## src/rtl/nir_pkg.sv

```systemverilog
// ----------------------------------------------------------------------------
// NEC IR frame decoder package
// Shared widths, register map, status codes and the pulse match flags.
// ----------------------------------------------------------------------------
package nir_pkg;

    localparam int DUR_W    = 16;
    localparam int CFG_W    = 12;
    localparam int STATUS_W = 2;
    localparam int BYTE_W   = 8;
    localparam int FRAME_W  = 32;
    localparam int CNT_W    = 5;
    localparam int APB_AW   = 3;
    localparam int APB_DW   = 32;

    localparam logic [CNT_W-1:0] LAST_BIT = CNT_W'(FRAME_W - 1);

    localparam logic [CFG_W-1:0] UNIT_RESET   = CFG_W'(563);
    localparam logic [CFG_W-1:0] MARGIN_RESET = CFG_W'(281);

    localparam logic [APB_AW-3:0] REG_UNIT   = 1'b0;
    localparam logic [APB_AW-3:0] REG_MARGIN = 1'b1;

    localparam logic [STATUS_W-1:0] ST_DATA   = 2'd0;
    localparam logic [STATUS_W-1:0] ST_REPEAT = 2'd1;
    localparam logic [STATUS_W-1:0] ST_ERROR  = 2'd2;

    typedef struct packed {
        logic [CFG_W-1:0] unit_us;
        logic [CFG_W-1:0] margin_us;
    } cfg_t;

    typedef struct packed {
        logic m16;
        logic m8;
        logic m4;
        logic m3;
        logic m1;
    } match_t;

endpackage

```

## src/rtl/nir_ifs.sv

```systemverilog
// ----------------------------------------------------------------------------
// NEC IR frame decoder channel interfaces
// Pulse event channel and decoded frame channel, valid/ready handshake.
// ----------------------------------------------------------------------------
interface nir_req_if;
    logic                          valid;
    logic                          ready;
    logic                          req_type;
    logic                          pulse_level;
    logic [nir_pkg::DUR_W-1:0]     pulse_duration;

    modport source (output valid, output req_type, output pulse_level,
                    output pulse_duration, input ready);
    modport sink   (input valid, input req_type, input pulse_level,
                    input pulse_duration, output ready);
endinterface

interface nir_rsp_if;
    logic                          valid;
    logic                          ready;
    logic [nir_pkg::STATUS_W-1:0]  status;
    logic [nir_pkg::BYTE_W-1:0]    address;
    logic [nir_pkg::BYTE_W-1:0]    command;

    modport source (output valid, output status, output address,
                    output command, input ready);
    modport sink   (input valid, input status, input address,
                    input command, output ready);
endinterface

```

## src/rtl/nir_cfg_regs.sv

```systemverilog
// ----------------------------------------------------------------------------
// NEC IR configuration registers
// APB register file holding the pulse unit and the match margin.
// ----------------------------------------------------------------------------
module nir_cfg_regs import nir_pkg::*;
(
    input  logic              clk,
    input  logic              rst_n,
    input  logic              psel,
    input  logic              penable,
    input  logic              pwrite,
    input  logic [APB_AW-1:0] paddr,
    input  logic [APB_DW-1:0] pwdata,
    output logic [APB_DW-1:0] prdata,
    output logic              pready,
    output cfg_t              cfg
);

    logic [CFG_W-1:0]  unit_reg;
    logic [CFG_W-1:0]  margin_reg;
    logic              wr_en;
    logic [APB_AW-3:0] reg_idx;

    assign pready  = 1'b1;
    assign wr_en   = psel & penable & pwrite;
    assign reg_idx = paddr[APB_AW-1:2];

    always_ff @(posedge clk or negedge rst_n)
    begin
        if (!rst_n)
        begin
            unit_reg   <= UNIT_RESET;
            margin_reg <= MARGIN_RESET;
        end
        else if (wr_en)
        begin
            unique case (reg_idx)
                REG_UNIT:   unit_reg   <= pwdata[CFG_W-1:0];
                REG_MARGIN: margin_reg <= pwdata[CFG_W-1:0];
                default:    ;
            endcase
        end
    end

    always_comb
    begin
        unique case (reg_idx)
            REG_UNIT:   prdata = APB_DW'(unit_reg);
            REG_MARGIN: prdata = APB_DW'(margin_reg);
            default:    prdata = '0;
        endcase
    end

    assign cfg.unit_us   = unit_reg;
    assign cfg.margin_us = margin_reg;

endmodule

```

## src/rtl/nir_classify.sv

```systemverilog
// ----------------------------------------------------------------------------
// NEC IR pulse classifier
// Compares a pulse duration against the nominal unit multiples of a frame.
// ----------------------------------------------------------------------------
module nir_classify import nir_pkg::*;
(
    input  cfg_t             cfg,
    input  logic [DUR_W-1:0] duration,
    output match_t           match
);

    function automatic logic near(input logic [DUR_W-1:0] dur,
                                  input logic [DUR_W-1:0] nominal,
                                  input logic [CFG_W-1:0] margin);
        logic [DUR_W:0] dur_hi;
        logic [DUR_W:0] nom_hi;
        dur_hi = {1'b0, dur} + (DUR_W+1)'(margin);
        nom_hi = {1'b0, nominal} + (DUR_W+1)'(margin);
        return (dur_hi > {1'b0, nominal}) && ({1'b0, dur} < nom_hi);
    endfunction

    logic [DUR_W-1:0] nom1;
    logic [DUR_W-1:0] nom3;
    logic [DUR_W-1:0] nom4;
    logic [DUR_W-1:0] nom8;
    logic [DUR_W-1:0] nom16;

    assign nom1  = DUR_W'(cfg.unit_us);
    assign nom3  = (nom1 << 1) + nom1;
    assign nom4  = nom1 << 2;
    assign nom8  = nom1 << 3;
    assign nom16 = nom1 << 4;

    assign match.m1  = near(duration, nom1,  cfg.margin_us);
    assign match.m3  = near(duration, nom3,  cfg.margin_us);
    assign match.m4  = near(duration, nom4,  cfg.margin_us);
    assign match.m8  = near(duration, nom8,  cfg.margin_us);
    assign match.m16 = near(duration, nom16, cfg.margin_us);

endmodule

```

## src/rtl/nir_frame_fsm.sv

```systemverilog
// ----------------------------------------------------------------------------
// NEC IR frame state machine
// Input word register, frame sequencer and registered result word.
// ----------------------------------------------------------------------------
module nir_frame_fsm import nir_pkg::*;
(
    input  logic             clk,
    input  logic             rst_n,
    nir_req_if.sink          req,
    nir_rsp_if.source        rsp,
    input  match_t           match,
    output logic [DUR_W-1:0] duration
);

    localparam logic [1:0] PH_IDLE    = 2'd0;
    localparam logic [1:0] PH_HEAD_HI = 2'd1;
    localparam logic [1:0] PH_BIT_LO  = 2'd2;
    localparam logic [1:0] PH_BIT_HI  = 2'd3;

    logic                s1_valid_reg;
    logic                s1_timeout_reg;
    logic                s1_level_reg;
    logic [DUR_W-1:0]    s1_dur_reg;

    logic [1:0]          phase_reg,  phase_next;
    logic [CNT_W-1:0]    cnt_reg,    cnt_next;
    logic [FRAME_W-1:0]  frame_reg,  frame_next;

    logic                out_valid_reg;
    logic [STATUS_W-1:0] status_reg, status_next;
    logic [BYTE_W-1:0]   addr_reg,   addr_next;
    logic [BYTE_W-1:0]   cmd_reg,    cmd_next;

    logic                advance;
    logic                emit;
    logic                bit_val;
    logic [FRAME_W-1:0]  shifted;

    assign advance  = s1_valid_reg & (~out_valid_reg | rsp.ready);
    assign req.ready = ~s1_valid_reg | advance;
    assign duration = s1_dur_reg;
    assign bit_val  = match.m3;
    assign shifted  = {bit_val, frame_reg[FRAME_W-1:1]};

    always_comb
    begin
        phase_next  = phase_reg;
        cnt_next    = cnt_reg;
        frame_next  = frame_reg;
        emit        = 1'b0;
        status_next = ST_ERROR;
        addr_next   = '0;
        cmd_next    = '0;
        unique case (phase_reg)
            PH_IDLE:
            begin
                if (!s1_timeout_reg)
                begin
                    if (!s1_level_reg && match.m16)
                        phase_next = PH_HEAD_HI;
                    else
                        emit = 1'b1;
                end
            end
            PH_HEAD_HI:
            begin
                phase_next = PH_IDLE;
                if (!s1_timeout_reg)
                begin
                    if (s1_level_reg && match.m8)
                    begin
                        phase_next = PH_BIT_LO;
                        cnt_next   = '0;
                        frame_next = '0;
                    end
                    else if (s1_level_reg && match.m4)
                    begin
                        emit        = 1'b1;
                        status_next = ST_REPEAT;
                    end
                    else
                        emit = 1'b1;
                end
            end
            PH_BIT_LO:
            begin
                if (!s1_timeout_reg && !s1_level_reg && match.m1)
                    phase_next = PH_BIT_HI;
                else
                begin
                    phase_next = PH_IDLE;
                    emit       = 1'b1;
                end
            end
            PH_BIT_HI:
            begin
                if (s1_timeout_reg || !s1_level_reg || !(match.m3 || match.m1))
                begin
                    phase_next = PH_IDLE;
                    emit       = 1'b1;
                end
                else
                begin
                    frame_next = shifted;
                    cnt_next   = cnt_reg + 1'b1;
                    if (cnt_reg == LAST_BIT)
                    begin
                        phase_next = PH_IDLE;
                        emit       = 1'b1;
                        if (shifted[23:16] == ~shifted[31:24])
                        begin
                            status_next = ST_DATA;
                            addr_next   = shifted[7:0];
                            cmd_next    = shifted[23:16];
                        end
                    end
                    else
                        phase_next = PH_BIT_LO;
                end
            end
            default: phase_next = PH_IDLE;
        endcase
    end

    always_ff @(posedge clk or negedge rst_n)
    begin
        if (!rst_n)
        begin
            s1_valid_reg  <= 1'b0;
            phase_reg     <= PH_IDLE;
            cnt_reg       <= '0;
            frame_reg     <= '0;
            out_valid_reg <= 1'b0;
        end
        else
        begin
            if (req.ready)
                s1_valid_reg <= req.valid;
            if (advance)
            begin
                phase_reg     <= phase_next;
                cnt_reg       <= cnt_next;
                frame_reg     <= frame_next;
                out_valid_reg <= emit;
            end
            else if (rsp.ready)
                out_valid_reg <= 1'b0;
        end
    end

    always_ff @(posedge clk)
    begin
        if (req.ready && req.valid)
        begin
            s1_timeout_reg <= req.req_type;
            s1_level_reg   <= req.pulse_level;
            s1_dur_reg     <= req.pulse_duration;
        end
        if (advance && emit)
        begin
            status_reg <= status_next;
            addr_reg   <= addr_next;
            cmd_reg    <= cmd_next;
        end
    end

    assign rsp.valid   = out_valid_reg;
    assign rsp.status  = status_reg;
    assign rsp.address = addr_reg;
    assign rsp.command = cmd_reg;

    a_last_bit_emits: assert property (@(posedge clk) disable iff (!rst_n)
        advance && phase_reg == PH_BIT_HI && cnt_reg == LAST_BIT |=> out_valid_reg)
        else $error("final bit of a frame produced no result word");

    a_idle_exit: assert property (@(posedge clk) disable iff (!rst_n)
        phase_reg == PH_IDLE |=> phase_reg == PH_IDLE || phase_reg == PH_HEAD_HI)
        else $error("idle left for a phase other than the header high");

    a_frame_start: assert property (@(posedge clk) disable iff (!rst_n)
        phase_reg == PH_HEAD_HI ##1 phase_reg == PH_BIT_LO |-> cnt_reg == '0)
        else $error("bit counter not cleared at frame start");

    a_clean_fields: assert property (@(posedge clk) disable iff (!rst_n)
        out_valid_reg && status_reg != ST_DATA |-> addr_reg == '0 && cmd_reg == '0)
        else $error("non-data result carries address or command");

    a_status_code: assert property (@(posedge clk) disable iff (!rst_n)
        out_valid_reg |-> status_reg == ST_DATA || status_reg == ST_REPEAT ||
                          status_reg == ST_ERROR)
        else $error("result status outside the defined codes");

endmodule

```

## src/rtl/nec_ir_frame_decoder_core.sv

```systemverilog
// ----------------------------------------------------------------------------
// NEC IR frame decoder core
// Decodes NEC remote frames from timed pulse events.
// ----------------------------------------------------------------------------
// The req channel carries one word per pulse event: its polarity and length
// in microseconds, or a timeout marker. The rsp channel returns at most one
// word per event: a data frame with address and command, a repeat code, or
// an error. Both channels use a valid/ready handshake.
// An accepted event is held in an input register; it is then classified
// against the unit multiples and written into the result register once
// that register is free. One event is accepted every cycle as long as the
// result register is empty or being read in the same cycle. When the
// receiver stalls with a result pending, one more event is taken into the
// input register and then req.ready drops until rsp is read. The APB port
// sets the pulse unit (offset 0) and the margin (offset 4); reset loads 563
// and 281, empties both registers and returns to idle.
// ----------------------------------------------------------------------------
module nec_ir_frame_decoder_core import nir_pkg::*;
(
    input  logic              clk,
    input  logic              rst_n,
    nir_req_if.sink           req,
    nir_rsp_if.source         rsp,
    input  logic              psel,
    input  logic              penable,
    input  logic              pwrite,
    input  logic [APB_AW-1:0] paddr,
    input  logic [APB_DW-1:0] pwdata,
    output logic [APB_DW-1:0] prdata,
    output logic              pready
);

    cfg_t             cfg;
    match_t           match;
    logic [DUR_W-1:0] duration;

    nir_cfg_regs u_cfg_regs (
        .clk     (clk),
        .rst_n   (rst_n),
        .psel    (psel),
        .penable (penable),
        .pwrite  (pwrite),
        .paddr   (paddr),
        .pwdata  (pwdata),
        .prdata  (prdata),
        .pready  (pready),
        .cfg     (cfg)
    );

    nir_classify u_classify (
        .cfg      (cfg),
        .duration (duration),
        .match    (match)
    );

    nir_frame_fsm u_frame_fsm (
        .clk      (clk),
        .rst_n    (rst_n),
        .req      (req),
        .rsp      (rsp),
        .match    (match),
        .duration (duration)
    );

endmodule

```

## src/flat_wrapper.sv

```systemverilog
// flat-port wrapper written by rule: the top's interface ports become plain ports
module nec_ir_frame_decoder_core_flat import nir_pkg::*;
  (clk, rst_n, psel, penable, pwrite, paddr, pwdata, prdata, pready, req_valid, req_req_type, req_pulse_level, req_pulse_duration, req_ready, rsp_valid, rsp_status, rsp_address, rsp_command, rsp_ready);
  nir_req_if req_i ();
  nir_rsp_if rsp_i ();
  input  logic clk;
  input  logic rst_n;
  input  logic psel;
  input  logic penable;
  input  logic pwrite;
  input  logic [APB_AW-1:0] paddr;
  input  logic [APB_DW-1:0] pwdata;
  output logic [APB_DW-1:0] prdata;
  output logic pready;
  input wire logic [$bits(req_i.valid)-1:0] req_valid;
  input wire logic [$bits(req_i.req_type)-1:0] req_req_type;
  input wire logic [$bits(req_i.pulse_level)-1:0] req_pulse_level;
  input wire logic [$bits(req_i.pulse_duration)-1:0] req_pulse_duration;
  output wire logic [$bits(req_i.ready)-1:0] req_ready;
  output wire logic [$bits(rsp_i.valid)-1:0] rsp_valid;
  output wire logic [$bits(rsp_i.status)-1:0] rsp_status;
  output wire logic [$bits(rsp_i.address)-1:0] rsp_address;
  output wire logic [$bits(rsp_i.command)-1:0] rsp_command;
  input wire logic [$bits(rsp_i.ready)-1:0] rsp_ready;
  assign req_i.valid = req_valid;
  assign req_i.req_type = req_req_type;
  assign req_i.pulse_level = req_pulse_level;
  assign req_i.pulse_duration = req_pulse_duration;
  assign req_ready = req_i.ready;
  assign rsp_valid = rsp_i.valid;
  assign rsp_status = rsp_i.status;
  assign rsp_address = rsp_i.address;
  assign rsp_command = rsp_i.command;
  assign rsp_i.ready = rsp_ready;
  nec_ir_frame_decoder_core u_core (.clk(clk), .rst_n(rst_n), .req(req_i), .rsp(rsp_i), .psel(psel), .penable(penable), .pwrite(pwrite), .paddr(paddr), .pwdata(pwdata), .prdata(prdata), .pready(pready));
endmodule
```

## config.mk

```make
export PLATFORM = sky130hd
export DESIGN_NAME = nec_ir_frame_decoder_core_flat
export DESIGN_NICKNAME = d
export VERILOG_FILES = /design/src/rtl/nir_pkg.sv /design/src/rtl/nir_ifs.sv /design/src/rtl/nir_cfg_regs.sv /design/src/rtl/nir_classify.sv /design/src/rtl/nir_frame_fsm.sv /design/src/rtl/nec_ir_frame_decoder_core.sv /design/src/flat_wrapper.sv
export SDC_FILE = /design/constraint.sdc
export NUM_CORES = 1
export LEC_CHECK = 0
export BUFFER_PORTS_ARGS = -buffer_cell sky130_fd_sc_hd__buf_2
export CORE_MARGIN = 4
export CORE_UTILIZATION = 45
export CTS_CLUSTER_DIAMETER = 60
export DETAILED_ROUTE_END_ITERATION = 10
export PLACE_DENSITY_LB_ADDON = 0.25
export SYNTH_ARGS = -nofsm -noshare
export SYNTH_HDL_FRONTEND = slang
export SYNTH_SLANG_ARGS = --single-unit
```

## constraint.sdc

```tcl
create_clock -name clk -period 6.8 [get_ports clk]
set_clock_uncertainty 0.05 [all_clocks]
set_input_delay 0.68 -clock clk [delete_from_list [all_inputs] [get_ports clk]]
set_output_delay 0.68 -clock clk [all_outputs]
set_load 0.05 [all_outputs]
```

# Yosys cells after proc, flatten, opt, wreduce, memory -nomap -nowiden
# Cells that the tools add are included.
# word_totals
register_bits	101
input_bits	60
output_inout_bits	53
elab_cells	113
# classes
add_sub_neg	8
n_lt_le_gt_ge	10
n_eq_ne	10
mux	34
bitwise	12
reduce_logical	26
# ops
operator	n
$pmux 32 s2	2
$mux 32	3
$add 16x12->17	2
$gt 17x14->1	2
$lt 16x15->1	2
$add 14x12->15	2
$mux 2	13
$gt 17x12->1	1
$gt 17x15->1	1
$gt 17x16->1	1
$lt 16x17->1	1
$add 15x12->16	1
$lt 16x13->1	1
$lt 16x16->1	1
$mux 5	3
$add 13x12->14	1
$add 12x12->13	1
$logic_and 1x1->1	12
$ne 2x2->1 const B	5
$pmux 5 s2	1
$mux 1	9
$eq 8x8->1	1
$not 8->8	1
$pmux 2 s4	1
other kinds (17)	32

# Logic depth before layout (Yosys ltp)
# Gate-level depths: netlist of the first run.
# depth
word_depth	10
ltp_mapped	27
mapped_depth_nobuf	26

# Modules after synthesis
# From an unflattened synthesis of the first run, not the netlist that was laid out.
# hier_totals
cells_unflattened	1052
hier_area_um2	10377.5
# modules_own_cells
mod	instances	cells_each	area_each_um2	seq_area_each_um2
nir_classify	1	767	6087.1	0.0
nir_frame_fsm	1	197	3006.6	2082.0
nir_cfg_regs	1	88	1283.7	611.8

# Worst setup path before layout of the first run
# Ideal clock, no wire load.
# synth_timing
kind	reg2reg
start	register u_core.u_cfg_regs.unit_reg[1]
end	register u_core.u_frame_fsm.addr_reg[0] (netlist: u_core.u_frame_fsm.rsp.address[0]), enable pin
setup_time_ns	0.418
t_arrival_ns	5.139
required_time_ns	6.332
slack_ns	1.193
path_stages_with_launch	26
n_path_buf	0
synth_period_minus_slack_ns	5.607
path_cell_list	dfstp_2 -> ha_1 -> inv_1 -> fa_1 -> nor2b_1 -> o21ai_0 -> a21boi_0 -> o21a_1 -> o21ai_0 -> a21oi_1 -> o21ai_0 -> nand2b_1 -> xnor2_1 -> ha_1 -> a21oi_1 -> o21ai_0 -> o21ai_0 -> or3b_2 -> ha_1 -> nand4_1 -> nor2_1 -> o211ai_1 -> o2111ai_4 -> nand2_1 -> a211o_1 -> o21ai_0
# synth_via
elab_chain_cells	10
elab_cells_between_ends	31
classes_between	add/sub: 5; order compare: 8; mux: 7; reduce/logical: 11
# synth_rtl
element	line_no	text
start, declared	nir_cfg_regs.sv:19	logic [CFG_W-1:0] unit_reg;
start signal, assigned	nir_cfg_regs.sv:38	REG_UNIT: unit_reg <= pwdata[CFG_W-1:0];
$add 13x12->14	nir_classify.sv:29	assign nom3 = (nom1 << 1) + nom1;
$add 14x12->15	nir_classify.sv:18	nom_hi = {1'b0, nominal} + (DUR_W+1)'(margin);
$lt 16x15->1	nir_classify.sv:19	return (dur_hi > {1'b0, nominal}) && ({1'b0, dur} < nom_hi);
$logic_and 1x1->1	nir_classify.sv:19	
$logic_or 1x1->1	nir_frame_fsm.sv:97	if (s1_timeout_reg || !s1_level_reg || !(match.m3 || match.m1))
$logic_not 1->1	nir_frame_fsm.sv:97	
$logic_or 1x1->1	nir_frame_fsm.sv:97	
$mux 1	nir_frame_fsm.sv:97	
$pmux 1 s4 *	nir_frame_fsm.sv:54	unique case (phase_reg)
$logic_and 1x1->1 *	nir_frame_fsm.sv:159	if (advance && emit)
end signal, assigned	nir_frame_fsm.sv:162	addr_reg <= addr_next;
end, declared	nir_frame_fsm.sv:31	logic [BYTE_W-1:0] addr_reg, addr_next;
# Mark *: on every way between the ends. The rest lies on a longest branch, timed or not.
# A chain may end at the register's enable or synchronous reset.

# Worst setup path after layout of the first run
# layout_timing
start	register u_core.u_cfg_regs.unit_reg[1]
end	register u_core.u_frame_fsm.cmd_reg[2] (netlist: u_core.u_frame_fsm.rsp.command[2]), enable pin
# layout_via
elab_chain_cells	10
elab_cells_between_ends	31
classes_between	add/sub: 5; order compare: 8; mux: 7; reduce/logical: 11
# layout_rtl
element	line_no	text
$add 13x12->14	nir_classify.sv:29	
$add 14x12->15	nir_classify.sv:18	
$lt 16x15->1	nir_classify.sv:19	
$logic_and 1x1->1	nir_classify.sv:19	
$logic_or 1x1->1	nir_frame_fsm.sv:97	
$logic_not 1->1	nir_frame_fsm.sv:97	
$logic_or 1x1->1	nir_frame_fsm.sv:97	
$mux 1	nir_frame_fsm.sv:97	
$pmux 1 s4 *	nir_frame_fsm.sv:54	
$logic_and 1x1->1 *	nir_frame_fsm.sv:159	
end signal, assigned	nir_frame_fsm.sv:163	cmd_reg <= cmd_next;
end, declared	nir_frame_fsm.sv:32	logic [BYTE_W-1:0] cmd_reg, cmd_next;
# Marks and branches as above.

==> results of run 1 <==
==> critical path, stage by stage, from the launching register on <==
cell       delay, ns
dfstp_2         0.72
inv_1           0.25
fa_1            0.66
inv_1           0.08
ha_1            0.32
nor2b_1         0.13
o21ai_0         0.10
a21boi_0        0.17
o21ai_0         0.12
a21oi_1         0.20
o21ai_0         0.13
a21boi_0        0.42
o21ai_0         0.24
or3b_2          0.48
ha_1            0.30
nand4_1         0.07
nor2_1          0.10
o211ai_1        0.15
o2111ai_4       0.17
nand2_1         0.16
a211o_1         0.29
o21ai_2         0.38
==> per-layer routing <==
metal	wire, µm	vias up	track usage (%)
met5	9	-	0
li1	-	4290	-
met1	13000	4185	28.7
met3	1170	33	2.73
met4	527	2	5.62
met2	12400	189	34.0
==> stage by stage <==
step                cells  area, µm²  setup slack (ns)
floorplan            1154      10600              1.19
global placement     1506      11200             0.620
detailed placement   1506      11200             0.547
CTS                  1522      11500             0.529
global route         1523      11500             0.157
finish               1523      11500             0.707
==> cell families after synthesis <==
logic type | after synthesis | synth area share (%)
AOI/OAI and AO/OA | 303 | 19.8
xor gates and xnor gates | 78 | 6.47
adders and majority gates | 213 | 25.7
buffers and inverters | 113 | 4.92
DFF | 100 | 25.5
muxes | 31 | 3.32
other | 2 | 0.0711
and+or+nand+nor | 295 | 14.2
==> area by class of cell <==
cell class              instances  area share (%)
clock buffers                   9            1.96
clock inverters                 7           0.554
inverters                      72            2.35
multi-input cells             942            64.5
flip-flops and latches        100            23.4
well taps                     313            3.40
repair buffers                 80            3.82
==> how the worst max path moves through the flow <==
stage,start,to,slack [ns],cells after the start
after floorplan,u_core.u_cfg_regs.unit_reg[1],u_core.u_frame_fsm.rsp.address[0],1.19,25
after global placement,u_core.u_cfg_regs.unit_reg[1],u_core.u_frame_fsm.frame_reg[31],0.62,24
after detailed placement,u_core.u_cfg_regs.unit_reg[1],u_core.u_frame_fsm.frame_reg[31],0.55,24
after CTS,u_core.u_cfg_regs.unit_reg[1],u_core.u_frame_fsm.frame_reg[31],0.53,21
after global routing,u_core.u_cfg_regs.unit_reg[1],u_core.u_frame_fsm.rsp.command[2],0.16,21
final,u_core.u_cfg_regs.unit_reg[1],u_core.u_frame_fsm.rsp.command[2],0.71,21
==> power by group <==
part / internal (mW) / switching (mW) / total (mW)
sequential: 0.689 / 0.126 / 0.815
combinational: 1.33 / 1.78 / 3.11
clock: 0.256 / 0.252 / 0.508
total: 2.28 / 2.16 / 4.43
==> cell usage in the layout, fill, tap and decap left out, types with 24 or more instances in the layout <==
| master | instances |
|---|---|
| xor2_1 | 26 |
| edfxtp_1 | 36 |
| nor2_1 | 62 |
| inv_1 | 70 |
| ha_1 | 206 |
| dfrtp_1 | 55 |
| buf_2 | 69 |
| xnor2_1 | 52 |
| a21o_1 | 24 |
| o21ai_0 | 61 |
| o2bb2ai_1 | 34 |
| and2_1 | 26 |
| a21oi_1 | 78 |
| mux2_2 | 27 |
| nand2_1 | 54 |
| nand3_1 | 51 |
==> key figures, run 1 <==
Run status
  – Status: finished clean

Synth
  – Top cells by area, synth: ha_1, dfrtp_1, edfxtp_1, xnor2_1, a21oi_1
  – Mapped Cells: around 1100
  – Post-synthesis cell type count: 76
  – Number of synthesized flops with an enable pin: 36
  – Ys Warns: 0
  – Cell Area, Synth: between 10000 and 15000 µm²
  – Most common cell in the synthesized netlist: ha_1
  – Ys async rst share: between 60 and 70%
  – Sequential element share of the synthesized area: 25.5%
  – Top cells by count, synth: ha_1, a21oi_1, inv_1
  – Top-area cell type share of the netlist area: between 20% and 30%
  – Avg Cell Area, Syn: a little over 9 µm²
  – Seq cells post-synth: 100
  – Dominant synthesized flop cell: dfrtp_1
  – Yosys top cell by area: ha_1

Finish
  – Nets: approximately 1500
  – Register area: between 2000 and 3000 µm²
  – Filler cells: 2161
  – Multi-input gate area: between 7000 and 8000 µm²
  – Core Util, Final: approximately 50%
  – Area growth, synth to finish: 9.08%
  – ANT cells: 0
  – Fraction of layout cells with a size suffix above 1: ~13%
  – Number of flip-flops in the largest register: 31

Pwr
  – Power Density: 385 nW/µm²
  – Total Power: roughly 4.4 mW
  – Leakage: 5.29 nW
  – VDD IR-drop max: ~220 µV

Critical path
  – Maximum fanout along the worst path: 18
  – Reg-to-reg critical path startpoint: u_core.u_cfg_regs.unit_reg[1]
  – Type of origin of the critical path: flop
  – Flop2flop setup slack: between 0.7 and 0.8 ns
  – Worst reg2reg path depth: 21
  – Worst Path Required: about 6.7 ns
  – Worst EP arrival: between 6 and 7 ns
  – Setup crit end kind: flop
  – Kind of critical path: reg -> reg
  – Crit Reg-Reg Endpoint: u_core.u_frame_fsm.rsp.command[2]

Placed design
  – Port bufs: 69
  – DPL Wire Length: ~21000 µm
  – Routability Congestion: slightly below 0.9

Floorplanning
  – Die height: around 160 µm
  – Core box area: 22800 µm²
  – I/O pin count: ~110
  – Std cell rows: 55
  – Initial Util: around 46%
  – Die width: 161 µm
  – Full die area: about 26000 µm²

Route
  – Post-route ant nets: 0
  – DRT iter0 DRCs: around 620
  – Routed len/inst: roughly 18 µm
  – Drt drc: 0
  – Routed wire length: ~27000 µm
  – Vias per cell: between 5 and 6
  – DR pass1 iterations: 5
  – Via count: slightly below 9000

CTS
  – Sink Count: 100
  – Post-cts resize count: 0
  – CTS tree: built
  – Hold Buf Count CTS: 0
  – Post CTS Setup Buffer Count: 0
  – Bufs on Longest Clock Path: 2
  – CTS root buffer: clkbuf_16
  – Reg clk slew, reported paths: approximately 0.08 ns
  – TritonCTS Buffers: 9
  – Clk_lat worst skew: 0.36 ns
  – # H-tree levels: 3

Timing
  – Fin. Hold Viols: 0
  – Final period util: approximately 90%
  – Minimum clock period: between 6 and 7 ns
  – # setup viols final: 0
  – Final Max Slew Viols: 0
  – Highest clock rate: approximately 160 MHz
  – Tightest Pin Transition: 1.01 ns
  – Hold WS: 0.419 ns
  – Setup tns final: 0 ns
  – Unrepaired setup endpoints after global routing: false
  – Worst slew margin: about 33%

Global routing
  – GRT Residual Overflow: 0
  – Largest net degree at the start of global routing: 65
  – First-pass GRT wire length: between 40000 and 50000 µm
  – Vias in the first global route: 8415
  – Initial antenna violation count: 1
  – Total Routing Usage GR: between 20% and 30%

Flow run
  – Max_cap viols: 0

Worst hold path
  – HP Class: in -> async
Power figures use the tool's default switching activity.
==> run 2, diff against run 1 <==
--- a/config.mk
+++ b/config.mk
@@ -7,10 +7,11 @@
 export LEC_CHECK = 0
 export BUFFER_PORTS_ARGS = -buffer_cell sky130_fd_sc_hd__buf_2
 export CORE_MARGIN = 4
-export CORE_UTILIZATION = 45
+export CORE_UTILIZATION = 60
 export CTS_CLUSTER_DIAMETER = 60
 export DETAILED_ROUTE_END_ITERATION = 10
 export PLACE_DENSITY_LB_ADDON = 0.25
+export REMOVE_ABC_BUFFERS = 1
 export SYNTH_ARGS = -nofsm -noshare
 export SYNTH_HDL_FRONTEND = slang
 export SYNTH_SLANG_ARGS = --single-unit
==> run 2 against run 1 <==
Net effect:
- die area down 24%
- first-iteration DRC count down 12%
- clock power about the same
- largest cell class unchanged
==> key figures, run 2 (synthesized netlist as in run 1, its figures left out) <==
Run status
  – Status: finished clean

Floorplanning
  – Die height: around 140 µm
  – Std cell rows: 48
  – I/O pin count: about 110
  – Full die area: roughly 20000 µm²
  – Initial Util: between 60% and 70%
  – Die width: about 140 µm
  – Core box area: between 15000 and 20000 µm²

Route
  – DR pass1 iterations: 5
  – Drt drc: 0
  – Vias per cell: 6.13
  – Routed len/inst: about 18 µm
  – DRT iter0 DRCs: around 550
  – Via count: 8795
  – Post-route ant nets: 0
  – Routed wire length: roughly 26000 µm

Placed design
  – DPL Wire Length: roughly 20000 µm
  – Routability Congestion: approximately 0.9
  – Port bufs: 69

Global routing
  – GRT Residual Overflow: 0
  – Vias in the first global route: ~8700
  – Total Routing Usage GR: a little over a quarter
  – Initial antenna violation count: 0
  – Largest net degree at the start of global routing: 65
  – First-pass GRT wire length: ~42000 µm

CTS
  – Reg clk slew, reported paths: 0.07 ns
  – Post CTS Setup Buffer Count: 0
  – CTS root buffer: clkbuf_16
  – Clk_lat worst skew: ~0.36 ns
  – # H-tree levels: 3
  – Sink Count: 100
  – Post-cts resize count: 0
  – TritonCTS Buffers: 9
  – Bufs on Longest Clock Path: 2
  – Hold Buf Count CTS: 0
  – CTS tree: built

Pwr
  – Leakage: approximately 5.3 nW
  – Power Density: approximately 390 nW/µm²
  – VDD IR-drop max: 224 µV

Timing
  – Final Max Slew Viols: 0
  – # setup viols final: 0
  – Fin. Hold Viols: 0
  – Setup tns final: 0 ns
  – Hold WS: around 0.43 ns
  – Minimum clock period: slightly above 6 ns
  – Worst slew margin: between 30% and 40%
  – Highest clock rate: 161 MHz
  – Tightest Pin Transition: around 1 ns
  – Unrepaired setup endpoints after global routing: false
  – Final period util: between 90% and 100%

Finish
  – Area growth, synth to finish: 7.80%
  – Commonest cells after routing, fill and taps aside: ha_1, a21oi_1, inv_1
  – Number of flip-flops in the largest register: 31
  – Nets: roughly 1500
  – ANT cells: 0
  – Commonest non-fill, non-tap cell in the layout: ha_1
  – Fraction of layout cells with a size suffix above 1: 12.6%

Critical path
  – Worst path cell trace: inv_1 > fa_1 > nor2b_1 > o21ai_0 > a21boi_0 > o21a_1 > o21ai_0 > a21oi_1 > o21ai_0 > nand2b_1 > xnor2_1 > ha_1 > a21oi_1 > o21ai_0 > o21ai_0 > or3b_2 > ha_1 > nand4_1 > nor2_1 > o211ai_1 > o2111ai_4 > a21oi_4 > o21ai_4 > mux2_1
  – Critical Path Slowest Stage Cell: o21ai_4
  – CP dominant cell by count: o21ai_0
  – Type of origin of the critical path: flop
  – Worst Path Required: 6.99 ns
  – Maximum fanout along the worst path: 36
  – Crit-path max cell delay: roughly 0.80 ns
  – Worst reg2reg path depth: 24
  – Setup crit end kind: flop
  – Critical path depth: 24
  – Top delay family on crit path: compound AO/OA/AOI/OAI gates
  – Bufs and invs on worst path: 1
  – Kind of critical path: reg -> reg
  – Worst EP arrival: approximately 6.4 ns

Flow run
  – Max_cap viols: 0

Worst hold path
  – HP Class: in -> async
## run 2: path summary, 6_finish.rpt
| path | startpoint | to | slack, ns |
|---|---|---|---|
| min in group clk | u_core.u_frame_fsm.frame_reg[1] | u_core.u_frame_fsm.frame_reg[1] | 0.44 |
| worst min-delay path | rst_n | u_core.u_frame_fsm.s1_valid_reg | 0.43 |
| worst min register to register | u_core.u_frame_fsm.frame_reg[1] | u_core.u_frame_fsm.frame_reg[1] | 0.44 |
| worst max register to register | u_core.u_cfg_regs.unit_reg[1] | u_core.u_frame_fsm.frame_reg[31] | 0.58 |
| worst max-delay path | u_core.u_cfg_regs.unit_reg[1] | u_core.u_frame_fsm.frame_reg[31] | 0.58 |
| max in group asynchronous | rst_n | u_core.u_cfg_regs.unit_reg[3] | 5.69 |
## run 2: where the power goes
| group | leakage (nW) | internal (mW) | switching (mW) |
|---|---|---|---|
| clock network | 0.137 | 0.256 | 0.249 |
| registers | 1.17 | 0.688 | 0.121 |
| logic | 3.97 | 1.33 | 1.76 |
## run 2: routing by layer
| metal | GRT usage (%) | share of wire (%) |
|---|---|---|
| met5 | 0 | 0 |
| met4 | 7.55 | 2.2 |
| met3 | 3.97 | 5.4 |
| met2 | 43.1 | 46 |
| met1 | 36.2 | 46 |
## run 2: area by class of cell
class                      count  area, µm²
clock buffer                  10        229
clock inverter                 6       56.3
fill                        1447       5910
inverter                      72        270
multi-input combinational    941       7420
sequential                   100       2690
tap                          225        282
timing repair buffer          80        428
## run 2: through the flow
step | power [mW] | std cells | util, % | instance area (µm²) | setup WS, ns
5_1_grt | 4.87 | 1434 | 65.8 | 11400 | 0.0820
2_1_floorplan | 3.16 | 1113 | - | 10400 | 1.19
3_3_place_gp | 3.77 | 1418 | 64.2 | 11100 | 0.672
4_1_cts | 4.40 | 1434 | 65.8 | 11400 | 0.613
3_5_place_dp | 3.88 | 1418 | 64.2 | 11100 | 0.629
6_report | 4.41 | 1434 | 65.8 | 11400 | 0.579
